**config.mk**
```make
export PLATFORM = sky130hd
export DESIGN_NAME = matrix_multiply_engine_core
export DESIGN_NICKNAME = d
export VERILOG_FILES = /design/src/hdl/mme_pkg.sv /design/src/hdl/mme_store.sv /design/src/hdl/mme_mac.sv /design/src/hdl/mme_seq.sv /design/src/hdl/matrix_multiply_engine_core.sv
export SDC_FILE = /design/constraint.sdc
export NUM_CORES = 2
export LEC_CHECK = 0
export BUFFER_PORTS_ARGS = -buffer_cell sky130_fd_sc_hd__buf_2
export CAP_MARGIN = 30
export CORE_ASPECT_RATIO = 1.75
export CORE_MARGIN = 3
export CORE_UTILIZATION = 63
export CTS_CLUSTER_DIAMETER = 120
export DETAILED_ROUTE_END_ITERATION = 8
export GPL_ROUTABILITY_DRIVEN = 0
export GPL_TIMING_DRIVEN = 0
export PLACE_DENSITY_LB_ADDON = 0.12
export SLEW_MARGIN = 20
export SYNTH_ARGS = -nofsm -noshare
export SYNTH_HDL_FRONTEND = slang
export SYNTH_SLANG_ARGS = --single-unit
```
**constraint.sdc**
```tcl
create_clock -name clk -period 8.3 [get_ports clk]
set_input_delay 1.245 -clock clk [delete_from_list [all_inputs] [get_ports clk]]
set_output_delay 1.245 -clock clk [all_outputs]
set_load 0.005 [all_outputs]
```
**src/hdl/mme_pkg.sv**
```systemverilog
// shared types and constants of the matrix multiply engine
package mme_pkg;

	localparam int DIM_W   = 4;   // config register and write index width
	localparam int VAL_W   = 16;  // input element width
	localparam int OUT_W   = 36;  // result element width
	localparam int POS_W   = 3;   // out_row / out_col width

	localparam logic [1:0] KIND_WR_A    = 2'd0;
	localparam logic [1:0] KIND_WR_B    = 2'd1;
	localparam logic [1:0] KIND_COMPUTE = 2'd2;

	localparam logic [1:0] CFG_A_ROWS    = 2'd0;
	localparam logic [1:0] CFG_INNER_DIM = 2'd1;
	localparam logic [1:0] CFG_B_COLS    = 2'd2;

	typedef enum logic [1:0] {
		ST_IDLE,
		ST_STATUS,
		ST_ISSUE,
		ST_WAIT
	} mme_state_t;

	typedef struct packed {
		logic rd_en;
		logic wr_en;
		logic wr_add;
	} mme_mem_ctrl_t;

	typedef struct packed {
		logic valid;
		logic first;
		logic last;
	} mme_tag_t;

	typedef struct packed {
		logic             load;
		logic             status;
		logic             last;
		logic             is_comp;
		logic [POS_W-1:0] row;
		logic [POS_W-1:0] col;
	} mme_res_t;

endpackage

```
**src/hdl/mme_store.sv**
```systemverilog
// matrix element store with per-entry valid bits and saturating update
module mme_store #(
	parameter int DEPTH = 64,
	parameter int AW    = 6,
	parameter int EW    = 16
) (
	input  logic                         clk,
	input  logic                         arst_n,
	input  mme_pkg::mme_mem_ctrl_t       ctrl,
	input  logic [AW-1:0]                rd_addr,
	input  logic [AW-1:0]                wr_addr,
	input  logic signed [mme_pkg::VAL_W-1:0] wr_value,
	output logic signed [EW-1:0]         rd_data
);

	localparam int SUM_W = ((EW > mme_pkg::VAL_W) ? EW : mme_pkg::VAL_W) + 1;
	localparam logic signed [SUM_W-1:0] EHI = SUM_W'((64'sd1 <<< (EW - 1)) - 64'sd1);
	localparam logic signed [SUM_W-1:0] ELO = ~EHI;

	logic signed [EW-1:0]    mem [DEPTH];
	logic [DEPTH-1:0]        vld_q;
	logic signed [EW-1:0]    mem_rd_q;
	logic                    hit_q;
	logic signed [SUM_W-1:0] sum;
	logic signed [EW-1:0]    new_val;

	assign rd_data = mem_rd_q & {EW{hit_q}};

	// read data of the same cell was fetched when the write beat was taken
	always_comb begin
		sum = (ctrl.wr_add ? SUM_W'(rd_data) : {SUM_W{1'b0}}) + SUM_W'(wr_value);
		if (sum > EHI) begin
			new_val = EW'(EHI);
		end else if (sum < ELO) begin
			new_val = EW'(ELO);
		end else begin
			new_val = EW'(sum);
		end
	end

	always_ff @(posedge clk) begin
		if (ctrl.wr_en) begin
			mem[wr_addr] <= new_val;
		end
		if (ctrl.rd_en) begin
			mem_rd_q <= mem[rd_addr];
		end
	end

	always_ff @(posedge clk or negedge arst_n) begin
		if (!arst_n) begin
			vld_q <= '0;
			hit_q <= 1'b0;
		end else begin
			if (ctrl.wr_en) begin
				vld_q[wr_addr] <= 1'b1;
			end
			if (ctrl.rd_en) begin
				hit_q <= vld_q[rd_addr];
			end
		end
	end

endmodule

```
**src/hdl/mme_mac.sv**
```systemverilog
// shared multiply-accumulate unit: registered product, clamp, accumulate, saturate
module mme_mac #(
	parameter int MAX_DIM = 8,
	parameter int EW      = 16
) (
	input  logic                             clk,
	input  logic                             arst_n,
	input  mme_pkg::mme_tag_t                tag,
	input  logic                             clear,
	input  logic signed [EW-1:0]             a,
	input  logic signed [EW-1:0]             b,
	output logic                             done,
	output logic signed [mme_pkg::OUT_W-1:0] result
);

	localparam int PROD_W = 2 * EW;
	localparam int CLMP_W = (PROD_W > 60) ? 60 : PROD_W;
	localparam int ACC_W  = (CLMP_W + $clog2(MAX_DIM) > mme_pkg::OUT_W) ?
		CLMP_W + $clog2(MAX_DIM) : mme_pkg::OUT_W;
	localparam int OW     = mme_pkg::OUT_W;

	mme_pkg::mme_tag_t        tag_s1;
	mme_pkg::mme_tag_t        tag_s2;
	logic signed [PROD_W-1:0] prod_s2;
	logic signed [CLMP_W-1:0] pclamp;
	logic signed [ACC_W-1:0]  acc_q;
	logic                     done_q;
	logic                     sign;
	logic                     ovf;

	generate
		if (PROD_W > CLMP_W) begin : g_clamp
			localparam logic signed [PROD_W-1:0] PHI = PROD_W'(64'sd1 <<< 58);
			localparam logic signed [PROD_W-1:0] PLO = -PHI;
			always_comb begin
				if (prod_s2 > PHI) begin
					pclamp = CLMP_W'(PHI);
				end else if (prod_s2 < PLO) begin
					pclamp = CLMP_W'(PLO);
				end else begin
					pclamp = CLMP_W'(prod_s2);
				end
			end
		end else begin : g_pass
			assign pclamp = prod_s2;
		end
	endgenerate

	always_ff @(posedge clk or negedge arst_n) begin
		if (!arst_n) begin
			tag_s1 <= '0;
			tag_s2 <= '0;
			done_q <= 1'b0;
		end else begin
			tag_s1 <= tag;
			tag_s2 <= tag_s1;
			if (clear) begin
				done_q <= 1'b0;
			end else if (tag_s2.valid && tag_s2.last) begin
				done_q <= 1'b1;
			end
		end
	end

	always_ff @(posedge clk) begin
		if (tag_s1.valid) begin
			prod_s2 <= a * b;
		end
		if (tag_s2.valid) begin
			acc_q <= tag_s2.first ? ACC_W'(pclamp) : acc_q + ACC_W'(pclamp);
		end
	end

	// top bits must all match the sign or the sum is out of 36-bit range
	assign sign = acc_q[ACC_W-1];
	assign ovf  = sign ? ~&acc_q[ACC_W-1:OW-1] : |acc_q[ACC_W-1:OW-1];

	always_comb begin
		if (!ovf) begin
			result = acc_q[OW-1:0];
		end else if (sign) begin
			result = {1'b1, {(OW - 1){1'b0}}};
		end else begin
			result = {1'b0, {(OW - 1){1'b1}}};
		end
	end

	assign done = done_q;

`ifndef SYNTHESIS
	a_no_product_while_done: assert property (@(posedge clk) disable iff (!arst_n)
		done_q |-> !tag_s1.valid)
		else $error("product entered while a finished sum waits");
`endif

endmodule

```
**src/hdl/mme_seq.sv**
```systemverilog
// sequencer: write read-modify-write and the row/col/k walk of a compute beat
module mme_seq #(
	parameter int MAX_DIM = 8,
	parameter int AW      = 6,
	parameter int IDX_W   = 3
) (
	input  logic                              clk,
	input  logic                              arst_n,
	input  logic                              in_valid,
	output logic                              in_stall,
	input  logic [1:0]                        kind,
	input  logic [mme_pkg::DIM_W-1:0]         row,
	input  logic [mme_pkg::DIM_W-1:0]         col,
	input  logic signed [mme_pkg::VAL_W-1:0]  value,
	input  logic                              add_to_cell,
	input  logic [mme_pkg::DIM_W-1:0]         nr,
	input  logic [mme_pkg::DIM_W-1:0]         nk,
	input  logic [mme_pkg::DIM_W-1:0]         nc,
	input  logic                              out_free,
	input  logic                              mac_done,
	output mme_pkg::mme_mem_ctrl_t            ctrl_a,
	output mme_pkg::mme_mem_ctrl_t            ctrl_b,
	output logic [AW-1:0]                     rd_addr_a,
	output logic [AW-1:0]                     rd_addr_b,
	output logic [AW-1:0]                     wr_addr,
	output logic signed [mme_pkg::VAL_W-1:0]  wr_value,
	output mme_pkg::mme_tag_t                 tag,
	output logic                              mac_clear,
	output mme_pkg::mme_res_t                 res
);

	localparam int DW = mme_pkg::DIM_W;

	mme_pkg::mme_state_t state_q, state_d;
	logic [IDX_W-1:0]    r_q, c_q, k_q;
	logic                err_q;
	logic                tgt_b_q;
	logic [AW-1:0]       wr_addr_q;
	logic signed [mme_pkg::VAL_W-1:0] value_q;
	logic                add_q;
	logic [DW-1:0]       rlim, clim;
	logic                oob;
	logic [AW-1:0]       in_addr;
	logic                k_last, c_last, r_last, elem_last;
	logic                accept;

	function automatic logic [AW-1:0] cell_addr(logic [IDX_W-1:0] ri, logic [IDX_W-1:0] ci);
		return AW'(ri) * AW'(MAX_DIM) + AW'(ci);
	endfunction

	assign rlim    = (kind == mme_pkg::KIND_WR_A) ? nr : nk;
	assign clim    = (kind == mme_pkg::KIND_WR_A) ? nk : nc;
	assign oob     = (kind != mme_pkg::KIND_WR_A && kind != mme_pkg::KIND_WR_B) ||
		row >= rlim || col >= clim;
	assign in_addr = cell_addr(IDX_W'(row), IDX_W'(col));
	assign accept  = in_valid && (state_q == mme_pkg::ST_IDLE);

	assign k_last    = DW'(k_q) == nk - DW'(1);
	assign c_last    = DW'(c_q) == nc - DW'(1);
	assign r_last    = DW'(r_q) == nr - DW'(1);
	assign elem_last = r_last && c_last;

	assign rd_addr_a = (state_q == mme_pkg::ST_IDLE) ? in_addr : cell_addr(r_q, k_q);
	assign rd_addr_b = (state_q == mme_pkg::ST_IDLE) ? in_addr : cell_addr(k_q, c_q);
	assign wr_addr   = wr_addr_q;
	assign wr_value  = value_q;

	always_comb begin
		state_d = state_q;
		unique case (state_q)
			mme_pkg::ST_IDLE: begin
				if (in_valid) begin
					state_d = (kind == mme_pkg::KIND_COMPUTE) ?
						mme_pkg::ST_ISSUE : mme_pkg::ST_STATUS;
				end
			end
			mme_pkg::ST_STATUS: begin
				if (out_free) begin
					state_d = mme_pkg::ST_IDLE;
				end
			end
			mme_pkg::ST_ISSUE: begin
				if (k_last) begin
					state_d = mme_pkg::ST_WAIT;
				end
			end
			mme_pkg::ST_WAIT: begin
				if (mac_done && out_free) begin
					state_d = elem_last ? mme_pkg::ST_IDLE : mme_pkg::ST_ISSUE;
				end
			end
		endcase
	end

	always_comb begin
		in_stall      = (state_q != mme_pkg::ST_IDLE);
		ctrl_a        = '0;
		ctrl_b        = '0;
		tag           = '0;
		res           = '0;
		mac_clear     = 1'b0;
		ctrl_a.wr_add = add_q;
		ctrl_b.wr_add = add_q;
		unique case (state_q)
			mme_pkg::ST_IDLE: begin
				// fetch the old cell so an add can use it
				ctrl_a.rd_en = in_valid && !oob && (kind == mme_pkg::KIND_WR_A);
				ctrl_b.rd_en = in_valid && !oob && (kind == mme_pkg::KIND_WR_B);
			end
			mme_pkg::ST_STATUS: begin
				ctrl_a.wr_en = out_free && !err_q && !tgt_b_q;
				ctrl_b.wr_en = out_free && !err_q && tgt_b_q;
				res.load     = out_free;
				res.status   = err_q;
				res.last     = 1'b1;
			end
			mme_pkg::ST_ISSUE: begin
				ctrl_a.rd_en = 1'b1;
				ctrl_b.rd_en = 1'b1;
				tag.valid    = 1'b1;
				tag.first    = (k_q == '0);
				tag.last     = k_last;
			end
			mme_pkg::ST_WAIT: begin
				res.load    = mac_done && out_free;
				res.is_comp = 1'b1;
				res.last    = elem_last;
				res.row     = mme_pkg::POS_W'(r_q);
				res.col     = mme_pkg::POS_W'(c_q);
				mac_clear   = mac_done && out_free;
			end
		endcase
	end

	always_ff @(posedge clk or negedge arst_n) begin
		if (!arst_n) begin
			state_q <= mme_pkg::ST_IDLE;
			r_q     <= '0;
			c_q     <= '0;
			k_q     <= '0;
			err_q   <= 1'b0;
			tgt_b_q <= 1'b0;
		end else begin
			state_q <= state_d;
			if (accept) begin
				r_q     <= '0;
				c_q     <= '0;
				k_q     <= '0;
				err_q   <= oob;
				tgt_b_q <= (kind == mme_pkg::KIND_WR_B);
			end
			if (state_q == mme_pkg::ST_ISSUE) begin
				k_q <= k_last ? '0 : k_q + IDX_W'(1);
			end
			if (mac_clear && !elem_last) begin
				if (c_last) begin
					c_q <= '0;
					r_q <= r_q + IDX_W'(1);
				end else begin
					c_q <= c_q + IDX_W'(1);
				end
			end
		end
	end

	always_ff @(posedge clk) begin
		if (accept) begin
			wr_addr_q <= in_addr;
			value_q   <= value;
			add_q     <= add_to_cell;
		end
	end

`ifndef SYNTHESIS
	a_issue_no_stale_done: assert property (@(posedge clk) disable iff (!arst_n)
		(state_q == mme_pkg::ST_ISSUE) |-> !mac_done)
		else $error("previous sum still flagged while a new one is issued");
	a_load_needs_slot: assert property (@(posedge clk) disable iff (!arst_n)
		res.load |-> out_free)
		else $error("result loaded into a full output register");
	a_no_rw_clash: assert property (@(posedge clk) disable iff (!arst_n)
		!(ctrl_a.rd_en && ctrl_a.wr_en) && !(ctrl_b.rd_en && ctrl_b.wr_en))
		else $error("store read and written in the same cycle");
`endif

endmodule

```
**src/hdl/matrix_multiply_engine_core.sv**
```systemverilog
// top level of the matrix multiply engine: config, stores, mac unit, output register
//
//  channel | signals                                   | direction
//  --------+-------------------------------------------+----------
//  cfg     | cfg_write_en cfg_index cfg_data           | in
//  in      | in_valid in_stall kind row col value       | in / stall out
//          | add_to_cell                                |
//  out     | out_valid out_stall status out_row out_col | out / stall in
//          | product_value last                         |
//
// write beat: old cell fetched on accept, written with the status beat
// compute beat: one multiply-accumulate per cycle while products are issued, through the
//   single mac unit fed by one read port of each store, then a wait for the finished sum
// reset clears the stores through per-entry valid bits; no clearing pass
// a stalled output holds the result; a new result waits for the output register
module matrix_multiply_engine_core #(
	parameter int MAX_DIM   = 8,
	parameter int ELEM_BITS = 16
) (
	input  logic                              clk,
	input  logic                              arst_n,
	input  logic                              cfg_write_en,
	input  logic [1:0]                        cfg_index,
	input  logic [mme_pkg::DIM_W-1:0]         cfg_data,
	input  logic                              in_valid,
	output logic                              in_stall,
	input  logic [1:0]                        kind,
	input  logic [mme_pkg::DIM_W-1:0]         row,
	input  logic [mme_pkg::DIM_W-1:0]         col,
	input  logic signed [mme_pkg::VAL_W-1:0]  value,
	input  logic                              add_to_cell,
	output logic                              out_valid,
	input  logic                              out_stall,
	output logic                              status,
	output logic [mme_pkg::POS_W-1:0]         out_row,
	output logic [mme_pkg::POS_W-1:0]         out_col,
	output logic signed [mme_pkg::OUT_W-1:0]  product_value,
	output logic                              last
);

	localparam int DEPTH = MAX_DIM * MAX_DIM;
	localparam int AW    = $clog2(DEPTH);
	localparam int IDX_W = $clog2(MAX_DIM);
	localparam int DW    = mme_pkg::DIM_W;
	localparam logic [DW-1:0] MD = DW'(MAX_DIM);

	logic [DW-1:0] a_rows_q, inner_dim_q, b_cols_q;
	logic [DW-1:0] nr, nk, nc;

	mme_pkg::mme_mem_ctrl_t ctrl_a, ctrl_b;
	mme_pkg::mme_tag_t      tag;
	mme_pkg::mme_res_t      res;
	logic [AW-1:0]          rd_addr_a, rd_addr_b, wr_addr;
	logic signed [mme_pkg::VAL_W-1:0] wr_value;
	logic signed [ELEM_BITS-1:0]      a_data, b_data;
	logic                   mac_done, mac_clear;
	logic signed [mme_pkg::OUT_W-1:0] mac_result;
	logic                   out_free;

	logic                   out_valid_q;
	logic                   status_q, last_q;
	logic [mme_pkg::POS_W-1:0] row_q, col_q;
	logic signed [mme_pkg::OUT_W-1:0] value_q;

	function automatic logic [DW-1:0] eff_dim(logic [DW-1:0] d);
		if (d == '0) begin
			return DW'(1);
		end else if (d > MD) begin
			return MD;
		end
		return d;
	endfunction

	assign nr = eff_dim(a_rows_q);
	assign nk = eff_dim(inner_dim_q);
	assign nc = eff_dim(b_cols_q);

	always_ff @(posedge clk or negedge arst_n) begin
		if (!arst_n) begin
			a_rows_q    <= DW'(8);
			inner_dim_q <= DW'(8);
			b_cols_q    <= DW'(8);
		end else if (cfg_write_en) begin
			if (cfg_index == mme_pkg::CFG_A_ROWS) begin
				a_rows_q <= cfg_data;
			end
			if (cfg_index == mme_pkg::CFG_INNER_DIM) begin
				inner_dim_q <= cfg_data;
			end
			if (cfg_index == mme_pkg::CFG_B_COLS) begin
				b_cols_q <= cfg_data;
			end
		end
	end

	assign out_free = !out_valid_q || !out_stall;

	mme_seq #(
		.MAX_DIM (MAX_DIM),
		.AW      (AW),
		.IDX_W   (IDX_W)
	) u_seq (
		.clk         (clk),
		.arst_n      (arst_n),
		.in_valid    (in_valid),
		.in_stall    (in_stall),
		.kind        (kind),
		.row         (row),
		.col         (col),
		.value       (value),
		.add_to_cell (add_to_cell),
		.nr          (nr),
		.nk          (nk),
		.nc          (nc),
		.out_free    (out_free),
		.mac_done    (mac_done),
		.ctrl_a      (ctrl_a),
		.ctrl_b      (ctrl_b),
		.rd_addr_a   (rd_addr_a),
		.rd_addr_b   (rd_addr_b),
		.wr_addr     (wr_addr),
		.wr_value    (wr_value),
		.tag         (tag),
		.mac_clear   (mac_clear),
		.res         (res)
	);

	mme_store #(
		.DEPTH (DEPTH),
		.AW    (AW),
		.EW    (ELEM_BITS)
	) u_store_a (
		.clk      (clk),
		.arst_n   (arst_n),
		.ctrl     (ctrl_a),
		.rd_addr  (rd_addr_a),
		.wr_addr  (wr_addr),
		.wr_value (wr_value),
		.rd_data  (a_data)
	);

	mme_store #(
		.DEPTH (DEPTH),
		.AW    (AW),
		.EW    (ELEM_BITS)
	) u_store_b (
		.clk      (clk),
		.arst_n   (arst_n),
		.ctrl     (ctrl_b),
		.rd_addr  (rd_addr_b),
		.wr_addr  (wr_addr),
		.wr_value (wr_value),
		.rd_data  (b_data)
	);

	mme_mac #(
		.MAX_DIM (MAX_DIM),
		.EW      (ELEM_BITS)
	) u_mac (
		.clk    (clk),
		.arst_n (arst_n),
		.tag    (tag),
		.clear  (mac_clear),
		.a      (a_data),
		.b      (b_data),
		.done   (mac_done),
		.result (mac_result)
	);

	always_ff @(posedge clk or negedge arst_n) begin
		if (!arst_n) begin
			out_valid_q <= 1'b0;
		end else if (res.load) begin
			out_valid_q <= 1'b1;
		end else if (!out_stall) begin
			out_valid_q <= 1'b0;
		end
	end

	always_ff @(posedge clk) begin
		if (res.load) begin
			status_q <= res.status;
			last_q   <= res.last;
			row_q    <= res.row;
			col_q    <= res.col;
			value_q  <= res.is_comp ? mac_result : '0;
		end
	end

	assign out_valid     = out_valid_q;
	assign status        = status_q;
	assign out_row       = row_q;
	assign out_col       = col_q;
	assign product_value = value_q;
	assign last          = last_q;

`ifndef SYNTHESIS
	a_error_beat_is_empty: assert property (@(posedge clk) disable iff (!arst_n)
		(out_valid_q && status_q) |-> (value_q == '0 && row_q == '0 && col_q == '0 && last_q))
		else $error("error status beat carries element data");
`endif

endmodule
```
[Yosys cells after proc, flatten, opt, wreduce, memory -nomap -nowiden]
Memory sizes are Yosys's and may differ from the RTL's. A register that Yosys moved wholly into a read port is not among the register bits.
Index checks and enable logic that the tools add are counted.
Widths: inputs -> output; s select.
Storage, ports and cells
  register bits: 298
  latch bits: 0
  RAM bits: 2048
  ROM bits: 0
  bits of input ports: 38
  output and inout bits: 46
  memories kept: 2
Cells by class
  add/sub/neg operators: 12
  multiply operators: 1
  divide/modulo/power cells: 0
  magnitude comparators: 13
  equal/unequal tests: 16
  shift operators: 0
  mux-type cells: 67
  bitwise operators: 4
  reductions and logical operators: 39
Memory list
  u_store_a.mem: depth 64, width 16, rd ports 1, clocked after Yosys merged registers in 1, wr ports 1, line mme_store.sv:20  | logic signed [EW-1:0] mem [DEPTH];
  u_store_b.mem: depth 64, width 16, rd ports 1, clocked after Yosys merged registers in 1, wr ports 1, line mme_store.sv:20
Operators by type and width (count)
  $or 64x64->64: 2
  $mux 36: 3
  $mux 16: 4
  $mux 4: 11
  $add 36x32->36: 1
  $add 17x17->17: 2
  $gt 17x16->1 const B: 2
  $lt 17x16->1 const B: 2
  $mux 17: 2
  $and 16x16->16: 2
  $mul 16x16->32: 1
  $mux 3: 9
  $lt 6x7->1 const B: 3
  $mux 1: 21
  $add 6x3->6: 3
  $logic_and 1x1->1: 13
  $bmux 1 s6: 2
  $eq 3x4->1: 3
  $gt 4x4->1 const B: 3
  $logic_not 4->1: 3
  $mux 2: 6
  $mux 6: 2
  $sub 4x1->4 const B: 3
  $ne 2x1->1 const B: 5
  17 further kinds: 44

[Logic depth before layout (Yosys ltp)]
  depth after elaboration: 12
  depth in mapped cells: 26

[Cells and area by module]
Synthesis repeated with hierarchy kept, for this count alone.
Unflattened totals
  cell total of the unflattened synthesis: 5690
  area total of the unflattened synthesis: 105164.6 um2
Modules (own cells, without submodules)
  mme_store (u_store_b): instances 1, cells an instance 1943, area an instance 43394.1 um2
  mme_store (u_store_a): instances 1, cells an instance 1896, area an instance 43202.7 um2
  mme_mac: instances 1, cells an instance 1511, area an instance 14249.9 um2
  mme_seq: instances 1, cells an instance 212, area an instance 2162.1 um2
  matrix_multiply_engine_core: instances 1, cells an instance 128, area an instance 2155.8 um2

[Worst setup path after synthesis]
Ideal clock, no wire load.
  kind: register to register
  start: register u_store_b.hit_q
  end: memory u_store_b.mem[0][5], data pin
  library setup time: 0.720 ns
  arrival time: 6.539 ns
  path slack: 1.042 ns
  cell stages (with the launch flop): 16
  path through: dfrtp_1 clkbuf_1 clkbuf_1 and3_1 ha_1 fa_1 a21o_1 a21o_1 a21oi_1 o31ai_1 a41oi_1 a21oi_1 o22ai_1 and3_1 clkbuf_1 o31ai_1
On the way
  word-level cells in the longest chain between the ends: 6
RTL lines
  start: declaration: line mme_store.sv:23  | logic hit_q;
  start signal: assignment: line mme_store.sv:59  | hit_q <= vld_q[rd_addr];
  $and 16x16->16 *: line mme_store.sv:27  | assign rd_data = mem_rd_q & {EW{hit_q}};
  $mux 17 *: line mme_store.sv:31  | sum = (ctrl.wr_add ? SUM_W'(rd_data) : {SUM_W{1'b0}}) + SUM_W'(wr_value);
  $add 17x17->17 *: line mme_store.sv:31
  $lt 17x16->1: line mme_store.sv:34  | end else if (sum < ELO) begin
  $mux 16: line mme_store.sv:34
  $mux 16 *: line mme_store.sv:32  | if (sum > EHI) begin
  net u_store_b.new_val[5]: line mme_store.sv:25  | logic signed [EW-1:0] new_val;
  end: declaration: line mme_store.sv:20
Mark *: on every way through the listed nets, which the timed path passes. The rest lies on a longest branch.

[Final worst setup path]
  start: register u_store_b.hit_q
  end: register u_mac.prod_s2[31] (netlist: u_mac.pclamp[31]), data pin
On the way
  word-level cells in the longest chain between the ends: 2
RTL lines
  $and 16x16->16: line mme_store.sv:27
  $mul 16x16->32: line mme_mac.sv:67  | prod_s2 <= a * b;
  end signal: assignment: line mme_mac.sv:67
  end: declaration: line mme_mac.sv:24  | logic signed [PROD_W-1:0] prod_s2;
Every way passes these cells.
A chain may end at the register's enable or synchronous reset.

==> summary by stage <==
Clocking
Gates resized during post-CTS repair numbered 0. TritonCTS built the clock tree. CTS placed an instance of sky130_fd_sc_hd__clkbuf_16 at the clock tree root. The H-tree depth reported by CTS is 4. The number of buffers inserted to repair setup after CTS is 0. TritonCTS created 205 clock buffers. The clock latency of the later-clocked register in the worst-skew pair is between 0.8 and 0.9 ns. The clock sink total is between 2,000 and 2,500. Buffers inserted to repair hold after CTS numbered 0.

Clock-pin slew was measured on the worst setup and hold paths at roughly 0.070 ns. The clock passes through at most 4 buffers.

Setup path
In this run the critical register-to-register path is captured at u_mac.pclamp[31]. Data on the critical path is required at its endpoint by 8.84 ns. The slack of the worst reg-to-reg path is between 0.3 and 0.4 ns. The largest fanout of any net on the critical path is 10.

The critical path start-end classification is reg2reg. STA classifies the critical path endpoint as a flip-flop. The launch instance of the worst register-to-register path is u_store_b.hit_q. The worst setup path is launched from a flip-flop.

The depth of the most critical reg-to-reg path is 23. The data arrival time of the critical path is ~8.5 ns.

Pwr
The clock network burns between 20% and 30% of the power. Per report_power, the combinational group accounts for between 40% and 50% of the total. The completed layout was analyzed and its total power is between 0.04 and 0.05 W.

The total power density per cell area is approximately 360 nW/µm². In this run, flip-flops and latches consume a little under two fifths of the power. The total net switching power is 0.01592 W.

Internal power comes to 0.02766 W. For this design the static power due to leakage is about 43 nW. The worst-case IR drop observed on VDD is around 0.34 mV. The switching power as a share of total power is between 30% and 40%.

Logic synthesis
Synthesis instantiated 76 different standard cells from the library. After synthesis, flip-flops and latches occupy ~67% of the total area. The number of register bits inferred by synthesis is approximately 2,400. The biggest area contributor in the post-synthesis netlist is sky130_fd_sc_hd__edfxtp_1.

The most used flip-flop cell after synthesis is sky130_fd_sc_hd__edfxtp_1. Sorting the synthesized cells by area gives the leading types as sky130_fd_sc_hd__edfxtp_1, sky130_fd_sc_hd__mux4_2, sky130_fd_sc_hd__fa_1. In this run, synthesis inferred roughly 2,200 flip-flops with an integrated enable. The post-synthesis instance area is about 110,000 µm².

For this run, the number of Yosys warnings is 0. After synthesis, the largest area contributor takes up 63.13% of total cell area. The most common cell in the netlist is sky130_fd_sc_hd__edfxtp_1.

Counting instances in the post-synthesis netlist gives the leading cell types as sky130_fd_sc_hd__edfxtp_1, sky130_fd_sc_hd__mux4_2, sky130_fd_sc_hd__nand2_1. For this run, asynchronously set or reset flops after synthesis account for 6.854%. The synthesized netlist net count is around 6,700. After synthesis, the mean cell area works out to around 17 µm².

Synthesis handed over a netlist of 6,196 instances.

Drt
The final layout contains routed wiring with a total length of just under 300 mm. The average via count per standard cell is ~6.6. The DRC violations left is 0. Once detail routing completed, the nets flagged for antenna violations numbered 0.

The number of detailed-route iterations in the first pass is 9. The initial detailed-routing violation count is between 6,000 and 7,000. The post-detailed-route wirelength per cell is around 32 µm. Summing over every cut layer, the via total after detailed routing is roughly 59,000.

Global routing
The total overflow left after global routing is 0. The initial antenna violation count is 12. The largest net degree at the start of global routing is 86. The first global-routing pass estimated about 420 mm of wire. Across every metal layer, demand over resource in global routing totals approximately a third.

The number of global-route vias before repair came to roughly 62,000.

STA
In the post-route analysis, the smallest setup slack over all paths is 0.3621 ns. The number of slew-limit violations in the final report is 0. Of the available clock period, the critical path in the final layout requires 95.64%. Based on the critical path, the design can be clocked at up to about 130 MHz. For the pin with the worst max-slew slack, the measured transition is around 1.2 ns. Setup violations remaining at the end of the flow were counted as 0.

The number of hold violations in the final report is 0. The normalized max-slew margin is between 20% and 30%. Setup repair after global routing left no endpoint under its margin. Counting I/O delays and the setup requirement, the final critical path takes 7.938 ns. The worst-case clock skew is approximately 0.11 ns.

Hold path
The min-delay analysis places its worst path in the category reg2reg. The startpoint of the worst hold path is u_mac.tag_s1[0]. The worst min-delay path endpoint is u_mac.tag_s2[0]. The instance count along the most critical hold path is 0.

Placement
After legalization and detailed placement, the total HPWL measured roughly 210 mm. In this run, placement finished with an instance count of 8,691. Prior to clock tree synthesis, the placed netlist has a worst setup slack of 0.2722 ns. The placed instances occupy a cell area of ~110,000 µm². During placement, the flow inserted port buffers numbering 83.

Finish
The post-route netlist has about a quarter of its cells at a drive strength greater than 1. The number of nets in the layout is slightly above 7,000. Excluding fillers, the count of instances in the completed layout stands at ~9,100. The finished cells cover about 120,000 µm². The final core utilization is 72.00%.

After filler insertion, the fill cell instance count of the layout stands at a little over 10,000. The area growth from synthesis to layout is 13.60%.

Die
The overall die width is roughly 320 µm. The core region is roughly 170,000 µm². The boundary pin count is 84. The floorplan has ~200 rows. From bottom edge to top edge, the die measures ~550 µm.

The area of the die is between 150,000 and 200,000 µm². Once the floorplan was initialized, standard cells occupied about 63% of the core.

Outcome
The run finished with clean final reports.

Flow run
The count of maximum capacitance violations is 0.
flip-flops by register name (all words and copies together) (netlist names), 2 cells and up:
signal and cells:
inner_dim_q 4, u_store_b.mem_rd_q 16, u_store_b.mem 1024, u_seq.state_q 2, out_col 3, u_seq.r_q 3, u_store_b.vld_q 64, u_seq.k_q 3
u_store_a.vld_q 64, u_seq.wr_addr 6, b_cols_q 4, u_store_a.mem_rd_q 16, u_seq.c_q 3, u_mac.acc_q 36, u_seq.wr_value 16, product_value 36
u_mac.tag_s1 3, a_rows_q 4, u_store_a.mem 1024, out_row 3, u_mac.tag_s2 3, u_mac.pclamp 32
worst max path at each step:
| stage | start | endpoint | cells past startpoint | slack, ns |
|---|---|---|---|---|
| after floorplan | u_store_b.hit_q | u_store_b.mem[0][5] | 15 | 1.04 |
| after global placement | u_store_b.hit_q | u_store_b.mem[18][5] | 15 | -5.93 |
| after detailed placement | u_store_a.hit_q | u_mac.pclamp[31] | 24 | 0.27 |
| after CTS | u_store_a.hit_q | u_mac.pclamp[31] | 24 | 0.21 |
| after global routing | u_store_b.hit_q | u_mac.pclamp[31] | 25 | 0.005 |
| final | u_store_b.hit_q | u_mac.pclamp[31] | 23 | 0.36 |
power by group through the flow:
stage	Combinational [W]	Clock (W)	Sequential [W]
floorplan	0.00998	0	0.0164
global placement	0.0155	0	0.0170
detailed placement	0.0174	0	0.0163
CTS	0.0175	0.00984	0.0160
global route	0.0188	0.0103	0.0161
finish	0.0177	0.00976	0.0161
layer usage:
metal	global-route usage [%]	part of all wire, %	up-vias	wire length [µm]
met1	38.01	31	30579	89810
met3	6.130	7.0	1027	20140
met5	0	0.013	-	38
met4	26.80	9.8	6	28300
li1	-	-	24735	-
met2	59.22	52	3130	150300
metrics by stage:
stage	TNS, ns	hold WS, ns
final	0	0.3433
after global routing	0	0.3551
after CTS	0	0.3443
after detailed placement	0	0.3358
after global placement	-5180.97	0.3336
after floorplan	0	0.3312
critical path, stage by stage, from the launching register on:
cell                       delay (ns)
sky130_fd_sc_hd__dfrtp_1         0.34
sky130_fd_sc_hd__clkbuf_1        0.40
sky130_fd_sc_hd__clkbuf_1        0.45
sky130_fd_sc_hd__clkbuf_1        0.50
sky130_fd_sc_hd__nand3_1         0.19
sky130_fd_sc_hd__fa_1            0.51
sky130_fd_sc_hd__fa_1            0.45
sky130_fd_sc_hd__fa_1            0.49
sky130_fd_sc_hd__fa_1            0.50
sky130_fd_sc_hd__inv_1           0.05
sky130_fd_sc_hd__fa_1            0.53
sky130_fd_sc_hd__inv_1           0.05
sky130_fd_sc_hd__fa_1            0.47
sky130_fd_sc_hd__inv_1           0.04
sky130_fd_sc_hd__ha_1            0.38
sky130_fd_sc_hd__nand3_1         0.23
sky130_fd_sc_hd__nor4b_1         0.34
sky130_fd_sc_hd__o21a_1          0.29
sky130_fd_sc_hd__o21ai_1         0.15
sky130_fd_sc_hd__a21oi_2         0.32
sky130_fd_sc_hd__a211oi_1        0.16
sky130_fd_sc_hd__o31ai_1         0.31
sky130_fd_sc_hd__a21oi_1         0.17
sky130_fd_sc_hd__xnor2_1         0.40
area by class of cell:
class | count | area [µm²] | share of cell area (%)
sequential | 2378 | 70600 | 58.98
multi-input combinational | 3159 | 32740 | 27.35
clock buffer | 255 | 5504 | 4.599
timing repair buffer | 307 | 3960 | 3.309
tap | 2200 | 2753 | 2.300
buffer | 323 | 1610 | 1.345
inverter | 335 | 1262 | 1.055
clock inverter | 113 | 1251 | 1.045
antenna | 4 | 10.01 | 0.008363
logic make-up after synthesis:
family,share of synthesized area [%]
compound gates,4.292
simple gates,6.186
xor+xnor,0.8063
mux,12.01
buf+inv,2.725
flops,67.00
fa+ha+maj,6.982
layout by cell type, fill, tap and decap left out, drive strengths merged, types with 30 or more instances in the layout:
master / instances
or2: 140
nor3: 30
mux4: 545
clkbuf: 448
a31oi: 54
a211oi: 159
clkinv: 78
fa: 265
nand2: 499
and3: 80
nor2: 338
nand3: 44
a21oi: 170
ha: 164
dfrtp: 160
xor2: 41
xnor2: 56
and2: 159
o21ai: 89
a21o: 36
edfxtp: 2215
inv: 339
buf: 437
a311oi: 83
No activity file was read; power rests on OpenSTA's default activity.
